===== config.mk =====
export PLATFORM = sky130hd
export DESIGN_NAME = ddci_queue
export DESIGN_NICKNAME = d
export VERILOG_FILES = /design/src/hw/rtl/ddci_pkg.sv /design/src/hw/rtl/ddci_queue.sv
export SDC_FILE = /design/constraint.sdc
export NUM_CORES = 1
export LEC_CHECK = 0
export ABC_CLOCK_PERIOD_IN_PS = 5200
export BUFFER_PORTS_ARGS = -buffer_cell sky130_fd_sc_hd__clkbuf_2
export CORE_MARGIN = 5
export CORE_UTILIZATION = 30
export CTS_BUF_LIST = sky130_fd_sc_hd__clkbuf_4 sky130_fd_sc_hd__clkbuf_8
export DETAILED_ROUTE_END_ITERATION = 10
export PLACE_DENSITY = 0.5
export SETUP_SLACK_MARGIN = 0.05
export SYNTH_ARGS = -nofsm -noshare
export SYNTH_HDL_FRONTEND = slang
export SYNTH_SLANG_ARGS = --single-unit

===== constraint.sdc =====
create_clock -name clk -period 5.2 [get_ports clk]
set_input_delay 0.52 -clock clk [delete_from_list [all_inputs] [get_ports clk]]
set_output_delay 0.52 -clock clk [all_outputs]
set_load 0.05 [all_outputs]

===== src/hw/rtl/ddci_pkg.sv =====
// Shared types and constants for the copy/insert delta decoder.
`timescale 1ns / 1ps
package ddci_pkg;

  // Widest store address and copy length that the depth range allows.
  localparam int PTR_W = 24;
  localparam int LEN_W = 25;

  localparam int QDEPTH = 4;
  localparam int QPW = 2;

  localparam logic [7:0] SIG_BYTES [4] = '{8'h55, 8'h43, 8'h32, 8'h44};

  localparam logic [7:0] CMD_END    = 8'h00;
  localparam logic [7:0] CMD_COPY   = 8'h01;
  localparam logic [7:0] CMD_INSERT = 8'h02;

  localparam logic [3:0] HDR_BYTES = 4'd8;
  localparam logic [3:0] SIG_LEN   = 4'd4;

  typedef enum logic [1:0] {
    OP_SRC_WR  = 2'd0,
    OP_DELTA   = 2'd1,
    OP_READ    = 2'd2,
    OP_RESTART = 2'd3
  } op_t;

  typedef enum logic [1:0] {
    ST_IDLE = 2'd0,
    ST_BUSY = 2'd1,
    ST_OK   = 2'd2,
    ST_FAIL = 2'd3
  } status_t;

  typedef enum logic [2:0] {
    PH_HEADER,
    PH_OPCODE,
    PH_COPY_OFF,
    PH_COPY_LEN,
    PH_INS_LEN,
    PH_INS_DATA,
    PH_DONE
  } phase_t;

  typedef enum logic [2:0] {
    K_NONE,
    K_SRCW,
    K_TGTW,
    K_COPY,
    K_READ
  } kind_t;

  typedef enum logic [1:0] {
    B_IDLE,
    B_READ,
    B_COPY
  } bstate_t;

  // One queued job: the memory work and the result fields of one word.
  typedef struct packed {
    kind_t              kind;
    logic [PTR_W-1:0]   src;
    logic [PTR_W-1:0]   dst;
    logic [LEN_W-1:0]   len;
    logic [7:0]         data;
    logic               rd_ok;
    status_t            status;
    logic [16:0]        produced;
    logic [31:0]        declared;
  } job_t;

endpackage


===== src/hw/rtl/ddci_queue.sv =====
// Short job queue between the parser and the executor.
`timescale 1ns / 1ps
module ddci_queue
  import ddci_pkg::*;
(
  input  logic clk,
  input  logic rst,
  input  logic push,
  input  job_t push_job,
  output logic full,
  input  logic pop,
  output logic head_valid,
  output job_t head
);

  job_t           q [QDEPTH];
  logic [QPW-1:0] wp;
  logic [QPW-1:0] rp;
  logic [QPW:0]   count;

  assign full       = (count == (QPW+1)'(QDEPTH));
  assign head_valid = (count != '0);
  assign head       = q[rp];

  always_ff @(posedge clk) begin
    if (push) begin
      q[wp] <= push_job;
    end
    if (rst) begin
      wp    <= '0;
      rp    <= '0;
      count <= '0;
    end else begin
      if (push) begin
        wp <= wp + 1'b1;
      end
      if (pop) begin
        rp <= rp + 1'b1;
      end
      count <= count + (QPW+1)'(push) - (QPW+1)'(pop);
    end
  end

endmodule


==> reports/metrics.csv, run 1 <==
metric,value,unit
status,"finished, final reports clean",
P_leak,8.62,nW
cts bufs inserted,92,
vias in the first global route,10818,
max_cap viols,0,
Synth Area in Simple Gates,0.381,%
Worst R2R Setup Slack,2.95,ns
FF-to-FF Start,wp[0],
"Core Util, Final",38.5,%
Worst R2R End,q[2][129],
Final period util,64.4,%
die area,0.0720,mm2
"EDFF count, synth",544,
Post-synth ARST share,0,%
worst hold margin,0.0983,ns
IO Pins,278,
#FFs+latches synth,553,
mapped cell area,0.0200,mm2
largest net degree at the start of global routing,77,
Pwr per Cell Area,410,mW/mm2
HP Class,in -> reg,
Routed WL per cell,19.9,um
Residual DRC,0,
first-pass iteration count of the detailed router,4,
Final Slew Violations,0,
"Clk Latency, worst-skew pair",0.65,ns
Worst VDD drop,0.000237,V
# fillers,5960,
DRT Wirelength,42.8,mm
max frequency,0.299,GHz
area grow syn2layout,26.9,%
hold path startpoint,push_job[86],
share of the synthesized area in the top cell type,81.6,%
largest family of logic cells by synthesized area,multiplexers,
"Req. time, crit path",4.68,ns
CTS sink cnt,553,
Worst Hold Path Cells,1,
die width,268,um
CTS max path bufs,3,
post-synthesis mux area share,15.3,%
post-synthesis adder-cell area fraction,0.475,%
Syn Nets,899,
Critical Path Fanout Max,43,
unique cell type count in the Yosys netlist,21,
CP endpoint kind,output port,
first-pass GRT wire length,64.9,mm
Nets,1361,
Syn Area/Cell,26.6,um2
vias per std cell,4.41,
worst r2r path cells,4,
synth top area cells,"edfxtp_1 82%, mux4_2 15%, dfxtp_1 0.90%",
Final Setup Violations,0,
Die Y,268,um
CP arrival,2.83,ns
initial antenna violation count,3,
"count leader, synth",edfxtp_1,
Power Total,10.4,mW
Synth Area in XOR/XNOR,0.206,%
CTS root buf,clkbuf_8,
dominant synthesized flop cell,edfxtp_1,
CTS H-tree lvls,3,
DR vias,9507,
layout cell share with drive strength beyond 1,45.4,%
GR Util All Layers,11.9,%
worst slew pin tran,0.890,ns
Detailed Place HPWL,24.3,mm
RSZ-0062 raised after global routing,no,
CORE AREA,0.0660,mm2
initial detailed-routing violation count,529,
setup tns final,0,ns
Slew headroom,40.7,%
Synth area leader,edfxtp_1,
Synth Area in Compound Gates,0.0750,%
Worst Hold Endpoint,q[1][86],
CTS tree,yes,
Initial Util,30.4,%
"Hold Vio Cnt, Final",0,
Rows,94,
minimum clock period,3.35,ns
"Seq/Total Area, Yosys",82.5,%
Ys Warns,0,
clock skew,0.0338,ns
most common library cells after synthesis,"544 x edfxtp_1, 136 x mux4_2, 15 x buf_2",
grt total ovfl,0,
Startpoint Class,flip-flop,
GP Congestion,0.656,
Worst-path clk slew,0.06,ns
Syn Inst Count,752,
antenna-violating nets left,0,
# port buffers,277,
Post-CTS Resized,0,
WS Path Type,reg -> out,
## worst max path at each step
stage / end / cells after the start / slack, ns / start
floorplan: q[0][0] / 3 / 1.03 / wp[0]
global placement: head[21] / 3 / 2.41 / flip-flop
detailed placement: head[21] / 3 / 2.41 / flip-flop
CTS: head[21] / 3 / 1.63 / flip-flop
global route: head[16] / 3 / 1.54 / flip-flop
finish: head[68] / 3 / 1.85 / flip-flop
## cell type report
cell class                 instances  area (um2)  area share [%]
tap                              864        1080            4.25
clock buffer                     132        1580            6.21
antenna                            4        10.0          0.0394
timing repair buffer             398        2650            10.4
inverter                           6        22.5          0.0886
clock inverter                    34         235           0.926
multi-input combinational        163        3310            13.0
sequential                       553       16500            65.0
## cells by family after synthesis
group                      Yosys count
DFF                                553
muxes                              137
buffers and inverters               36
and+or+nand+nor                     14
adders and majority gates            7
xor gates and xnor gates             3
AOI/OAI and AO/OA                    2
## layout by cell type, fill, tap and decap left out, drive strengths merged
cell type | netlist | layout
clkinv | 0 | 29
inv | 6 | 8
fa | 1 | 1
nor2b | 2 | 2
bufinv | 0 | 2
xnor2 | 2 | 2
a21bo | 1 | 1
clkinvlp | 0 | 1
mux4 | 136 | 136
ha | 6 | 6
dfxtp | 9 | 9
and3 | 1 | 1
or3 | 1 | 1
diode | 0 | 4
nor2 | 5 | 5
buf | 24 | 14
edfxtp | 544 | 544
and2 | 4 | 4
nand3b | 1 | 1
clkbuf | 6 | 409
a21oi | 1 | 1
mux2i | 1 | 1
dlygate4sd3 | 0 | 107
xor3 | 1 | 1
## where the power goes
group	internal, mW	switching, mW
logic	0.467	1.01
registers	5.13	0.0732
clock network	2.06	1.69
total	7.65	2.77
## stage by stage
stage / setup slack (ns) / instances / cell area, um2
CTS: 1.63 / 2150 / 25400
global placement: 2.41 / 1877 / 22500
floorplan: 1.03 / 752 / 20000
global route: 1.54 / 2152 / 25400
finish: 1.85 / 2154 / 25400
detailed placement: 2.41 / 1877 / 22500
## state kept, by name (all words and copies together), names as in the netlist, named ones only
signal / cells
wp: 2
rp: 2
count: 3
q: 544
## per-layer routing
layer  global-route usage, %  routed length [um]  vias to the layer above
met1                    14.7               17500                     4949
met4                    4.16                 919                        0
met2                    20.1               21500                      280
met3                    3.45                2840                       75
li1                        -                   -                     4203
met5                       0                   0                        -
## worst max-delay path: stages (launching register included)
cell	delay [ns]
dfxtp_4	0.83
buf_12	0.41
mux4_2	0.57
clkbuf_2	0.26
## what timing repair did
action | CTS | global route
hold endpoints to repair | 400 | 0
hold buffers | 107 | 0
buffers inserted | 0 | 0
No activity file was read; power rests on OpenSTA's default activity.
==> run 2: changes to the inputs <==
--- a/config.mk
+++ b/config.mk
@@ -5,7 +5,7 @@
 export SDC_FILE = /design/constraint.sdc
 export NUM_CORES = 1
 export LEC_CHECK = 0
-export ABC_CLOCK_PERIOD_IN_PS = 5200
+export ABC_CLOCK_PERIOD_IN_PS = 3200
 export BUFFER_PORTS_ARGS = -buffer_cell sky130_fd_sc_hd__clkbuf_2
 export CORE_MARGIN = 5
 export CORE_UTILIZATION = 30
==> constraint.sdc (replaced) <==
create_clock -name clk -period 3.2 [get_ports clk]
set_input_delay 0.32 -clock clk [delete_from_list [all_inputs] [get_ports clk]]
set_output_delay 0.32 -clock clk [all_outputs]
set_load 0.05 [all_outputs]
==> run 2 against run 1 <==
  * Clock power rose by 72%
  * Routed wire length grew 4.6%
  * Non-clock buffer count grew 63
  * Sequential share of layout area decreased by 2.2 points
  * Critical path type unchanged
  * Largest cell class unchanged
  * Highest routed layer is now met5
==> reports/metrics.csv, run 2 (synthesized netlist as in run 1, its figures left out) <==
metric,value,unit,change
status,"finished, final reports clean",,
area grow syn2layout,31.2,%,
WS Path Type,reg -> out,,
"Clk Latency, worst-skew pair",0.65,ns,about the same
CTS sink cnt,553,,unchanged
DR vias,9841,,+3.5%
Startpoint Class,flip-flop,,
vias per std cell,4.42,,+0.17%
CTS root buf,clkbuf_8,,
max FFs per register,544,,unchanged
Rows,94,,unchanged
first-pass iteration count of the detailed router,4,,unchanged
# fillers,5927,,-0.55%
Detailed Place HPWL,27.8,mm,+14%
"Core Util, Final",39.8,%,+1.3 points
Initial Util,30.4,%,unchanged
Worst-path clk slew,0.06,ns,about the same
grt total ovfl,0,,unchanged
Final Slew Violations,0,,unchanged
layout cell share with drive strength beyond 1,44.7,%,-0.67 points
most frequent cells in the layout,"544 x edfxtp_1, 277 x clkbuf_2, 140 x dlygate4sd3_1, 136 x mux4_2, 99 x clkbuf_8",,
area of the multi-input gates,0.00331,mm2,unchanged
cts bufs inserted,96,,+4.3%
Final Setup Violations,0,,unchanged
RSZ-0062 raised after global routing,no,,
CORE AREA,0.0660,mm2,unchanged
worst r2r path cells,4,,unchanged
Worst R2R Setup Slack,1.35,ns,-1.60 ns
"Req. time, crit path",2.88,ns,-1.80 ns
Nets,1428,,+4.9%
Die Y,268,um,unchanged
die area,0.0720,mm2,unchanged
Top Registers,"q: 544 flops, count: 3 flops",,
CTS max path bufs,3,,unchanged
first-pass GRT wire length,67.6,mm,+4.1%
Slew headroom,50.0,%,+9.3 points
CP endpoint,head[113],,
HP Class,in -> reg,,
worst slew pin tran,0.750,ns,-0.140 ns
P_leak,9.02,nW,+4.6%
initial antenna violation count,2,,-1
Power Total,17.4,mW,+67%
"Hold Vio Cnt, Final",0,,unchanged
# port buffers,277,,unchanged
setup tns final,0,ns,unchanged
Routed WL per cell,20.1,um,+1.2%
GP Congestion,0.709,,+8.0%
minimum clock period,2.82,ns,
setup repair bufs after CTS,0,,unchanged
register area,0.0165,mm2,unchanged
initial detailed-routing violation count,584,,+10%
max_cap viols,0,,unchanged
DRT Wirelength,44.7,mm,+4.6%
clock skew,0.0219,ns,-0.0120 ns
CP arrival,2.50,ns,-0.33 ns
Final period util,88.1,%,
vias in the first global route,11208,,+3.6%
FF-to-FF Start,wp[0],,
Residual DRC,0,,unchanged
Pwr per Cell Area,663,mW/mm2,+62%
Critical Path Fanout Max,40,,-7.0%
max frequency,0.355,GHz,
GR Util All Layers,12.4,%,+0.52 points
IO Pins,278,,unchanged
CTS H-tree lvls,3,,unchanged
die width,268,um,unchanged
CTS tree,yes,,
CP endpoint kind,output port,,
Worst VDD drop,0.000433,V,+83%
Largest Register,q,,
largest net degree at the start of global routing,47,,-39%
Worst R2R End,q[2][6],,
Post-CTS Resized,0,,unchanged
antenna-violating nets left,0,,unchanged
"commonest non-fill, non-tap cell in the layout",edfxtp_1,,
hold buffer count at CTS,140,,+31%
## run 2: worst min-delay path by stage
stage / from / endpoint / cells after the start
global placement: rp[1] / flip-flop / 2
floorplan: rst / count[0] / 1
finish: push_job[8] / q[3][8] / 2
detailed placement: rp[0] / flip-flop / 2
global route: push_job[75] / q[1][75] / 2
CTS: push_job[5] / q[2][5] / 2
## run 2: per-stage QoR
stage	hold slack (ns)	setup WS, ns	area, um2	std cells
after global routing	0.329	0.137	26300	2225
after global placement	0.505	0.994	22900	1907
after detailed placement	0.530	0.993	22900	1907
after floorplan	0.392	0.545	20000	752
after CTS	0.313	0.202	26300	2225
final	0.415	0.381	26300	2226
## run 2: report_power, final
part           switching [mW]  total (mW)  internal [mW]
Clock                    2.80        6.46           3.65
Sequential             0.0924        8.42           8.33
Combinational            1.70        2.54          0.843
## run 2: cell type report
type	count	share of cell area (%)
flip-flops and latches	553	62.9
multi-input cells	163	12.6
clock inverters	55	1.55
diodes	1	0.00952
inverters	6	0.0857
clock buffers	123	5.87
well taps	864	4.11
repair buffers	461	12.9
## run 2: worst max-delay path: stages, from the launching register on
cell and delay [ns]:
dfxtp_4 0.57, buf_12 0.35, mux4_2 0.57, clkbuf_2 0.27
## run 2: routing by layer
layer	vias up	GRT usage [%]	routed length, um
met5	-	0	7
met4	2	3.84	1080
li1	4358	-	-
met3	88	3.95	2780
met1	5141	15.6	18900
met2	252	20.7	22000
==> run 3: changes to the inputs <==
--- a/config.mk
+++ b/config.mk
@@ -5,6 +5,7 @@
 export SDC_FILE = /design/constraint.sdc
 export NUM_CORES = 1
 export LEC_CHECK = 0
+export ABC_AREA = 1
 export ABC_CLOCK_PERIOD_IN_PS = 3200
 export BUFFER_PORTS_ARGS = -buffer_cell sky130_fd_sc_hd__clkbuf_2
 export CORE_MARGIN = 5
==> run 3 against run 2 <==
  * Area after synthesis increased by 11%
  * Sequential cell count did not move
  * Clock power rose by 4.6%
  * Sequential power decreased by 0.5%
  * Sequential share of layout area decreased by 4.2 points
  * Critical path depth grew 3
  * First-iteration DRC count is 11% higher
  * Total power is 1.2% higher
  * Via count is 38% higher
  * Synthesized cell count rose by 120%
  * Count of clock-buffer cells in the layout rose by 8
==> reports/metrics.csv, run 3 <==
metric,value,unit,change
share of the synthesized area in the top cell type,73.7,%,-7.9 points
Slew headroom,40.0,%,-10 points
DRT Wirelength,50.0,mm,+12%
Die Y,282,um,+5.0%
Initial Util,30.3,%,about the same
"commonest non-fill, non-tap cell in the layout",edfxtp_1,,
"Req. time, crit path",2.88,ns,about the same
cts bufs inserted,98,,+2.1%
crit-path most repeated cell,buf_12,,
grt total ovfl,0,,unchanged
RSZ-0062 raised after global routing,no,,
HP Class,in -> reg,,
CP arrival,2.46,ns,-0.04 ns
minimum clock period,2.78,ns,-0.0408 ns
die area,0.0795,mm2,+10%
most frequent cells in the layout,"544 x edfxtp_1, 284 x inv_1, 280 x nand2_1, 277 x clkbuf_2, 142 x a21oi_1",,
Crit path largest cell delay,0.63,ns,+0.06 ns
CTS tree,yes,,
GP Congestion,0.717,,+1.2%
worst slew pin tran,0.900,ns,+0.150 ns
"Seq/Total Area, Yosys",74.5,%,-8.0 points
layout cell share with drive strength beyond 1,25.4,%,-19 points
Nets,2249,,+57%
vias in the first global route,13862,,+24%
Syn Inst Count,1643,,+120%
"Clk Latency, worst-skew pair",0.66,ns,about the same
"EDFF count, synth",544,,unchanged
max_cap viols,0,,unchanged
Post-CTS Resized,0,,unchanged
CTS max path bufs,3,,unchanged
Largest Register,q,,
setup repair bufs after CTS,0,,unchanged
setup tns final,0,ns,unchanged
Non-Filler Instances,3143,,+41%
crit path cell chain,buf_12 -> buf_12 -> a21oi_1 -> o21ai_0 -> nand2_1 -> clkbuf_2,,
CTS root buf,clkbuf_8,,
Final Slew Violations,0,,unchanged
Ys Warns,0,,unchanged
unique cell type count in the Yosys netlist,17,,-19%
vias per std cell,4.31,,-2.4%
Rows,99,,+5.3%
Pwr per Cell Area,626,mW/mm2,-5.5%
Power Total,17.6,mW,+1.2%
status,"finished, final reports clean",,
P_leak,10.9,nW,+21%
Worst-path clk slew,0.06,ns,about the same
die width,282,um,+5.0%
initial detailed-routing violation count,650,,+11%
mapped cell area,0.0222,mm2,+11%
clock skew,0.0263,ns,+0.00446 ns
most common library cells after synthesis,"544 x edfxtp_1, 288 x inv_1, 280 x nand2_1",,
Post-synth ARST share,0,%,unchanged
Worst VDD drop,0.000422,V,-2.5%
Syn Nets,1790,,+99%
CTS sink cnt,553,,unchanged
Final period util,86.8,%,-1.3 points
Inst Count DP,2822,,+48%
dominant synthesized flop cell,edfxtp_1,,
WS Path Type,reg -> out,,
#FFs+latches synth,553,,unchanged
Final Setup Violations,0,,unchanged
CORE AREA,0.0731,mm2,+11%
initial antenna violation count,8,,+6
IO Pins,278,,unchanged
worst hold margin,0.387,ns,-0.0282 ns
Residual DRC,0,,unchanged
Top Registers,"q: 544 flops, count: 3 flops",,
GR Util All Layers,12.4,%,-0.042 points
"Core Util, Final",38.5,%,-1.3 points
CTS H-tree lvls,3,,unchanged
WP buf/inv,3,,+1
Startpoint Class,flip-flop,,
Synth area leader,edfxtp_1,,
Routed WL per cell,15.9,um,-21%
Slowest cell on crit path,dfxtp_4,,
max frequency,0.360,GHz,+1.5%
first-pass GRT wire length,77.1,mm,+14%
Detailed Place HPWL,29.7,mm,+6.7%
area grow syn2layout,26.9,%,
# port buffers,277,,unchanged
"count leader, synth",edfxtp_1,,
DR vias,13560,,+38%
Critical Path Fanout Max,62,,+55%
antenna-violating nets left,0,,unchanged
synth top area cells,"edfxtp_1 74%, inv_1 4.9%, nand2_1 4.7%",,
CP endpoint kind,output port,,
CP top delay family,buffers and inverters,,
largest net degree at the start of global routing,105,,+120%
Syn Area/Cell,13.5,um2,-49%
"Hold Vio Cnt, Final",0,,unchanged
first-pass iteration count of the detailed router,4,,unchanged
max FFs per register,544,,unchanged
[run 3: through the flow]
step / setup slack (ns) / instance area (um2)
2_1_floorplan: 0.107 / 22200
3_3_place_gp: 0.691 / 24700
3_5_place_dp: 0.686 / 24700
4_1_cts: 0.286 / 28100
5_1_grt: 0.204 / 28100
6_report: 0.422 / 28200
[run 3: where the power goes]
part | internal, mW | total, mW | switching, mW
logic | 0.637 | 2.48 | 1.84
registers | 8.29 | 8.38 | 0.0886
clock network | 3.92 | 6.76 | 2.85
total | 12.8 | 17.6 | 4.78
[run 3: cell type report]
class | count | area, um2
fillers | 6991 | 44900
flip-flops and latches | 553 | 16500
multi-input cells | 711 | 4000
repair buffers | 450 | 3280
clock buffers | 131 | 1610
well taps | 959 | 1200
inverters | 288 | 1100
clock inverters | 44 | 419
diodes | 7 | 17.5
[run 3: cell families (layout without fill, tap and decap cells)]
group / count (synthesis) / after routing / synth area share [%]
adder cells (fa/ha/maj): 7 / 7 / 0.429
flip-flops: 553 / 553 / 74.5
other: 0 / 7 / 0
AND/OR/NAND/NOR: 286 / 286 / 4.85
buffers and inverters: 379 / 913 / 7.48
AO/OA/AOI/OAI: 418 / 418 / 12.8
[run 3: routing by layer]
metal  part of all wire, %  wire length [um]  vias to the layer above  track usage (%)
met5                 0.054                27                        -                0
met4                   2.2              1100                        4             4.27
met3                   7.0              3520                       83             4.07
met2                    49             24400                      302             21.0
met1                    42             21000                     6489             14.9
li1                      -                 -                     6682                -
[run 3: what timing repair did]
| item | 4_1_cts | 5_1_grt |
|---|---|---|
| hold buffers | 139 | 0 |
| endpoints found under the hold margin | 553 | 0 |
| setup endpoints to repair | 0 | 0 |
[run 3: worst min-delay path, delay by kind of cell]
kind / cells / cell delay [ns]
buffers and inverters: 2 / 0.65
and+or+nand+nor: 1 / 0.05
[run 3: path summary, 6_finish.rpt]
| kind | slack, ns | endpoint | from | cells past startpoint |
|---|---|---|---|---|
| max reg2reg | 0.77 | q[3][51] | wp[0] | 5 |
| min | 0.39 | count[1] | rst | 3 |
| max | 0.42 | head[107] | flip-flop | 6 |
| min reg2reg | 0.46 | flip-flop | rp[0] | 1 |
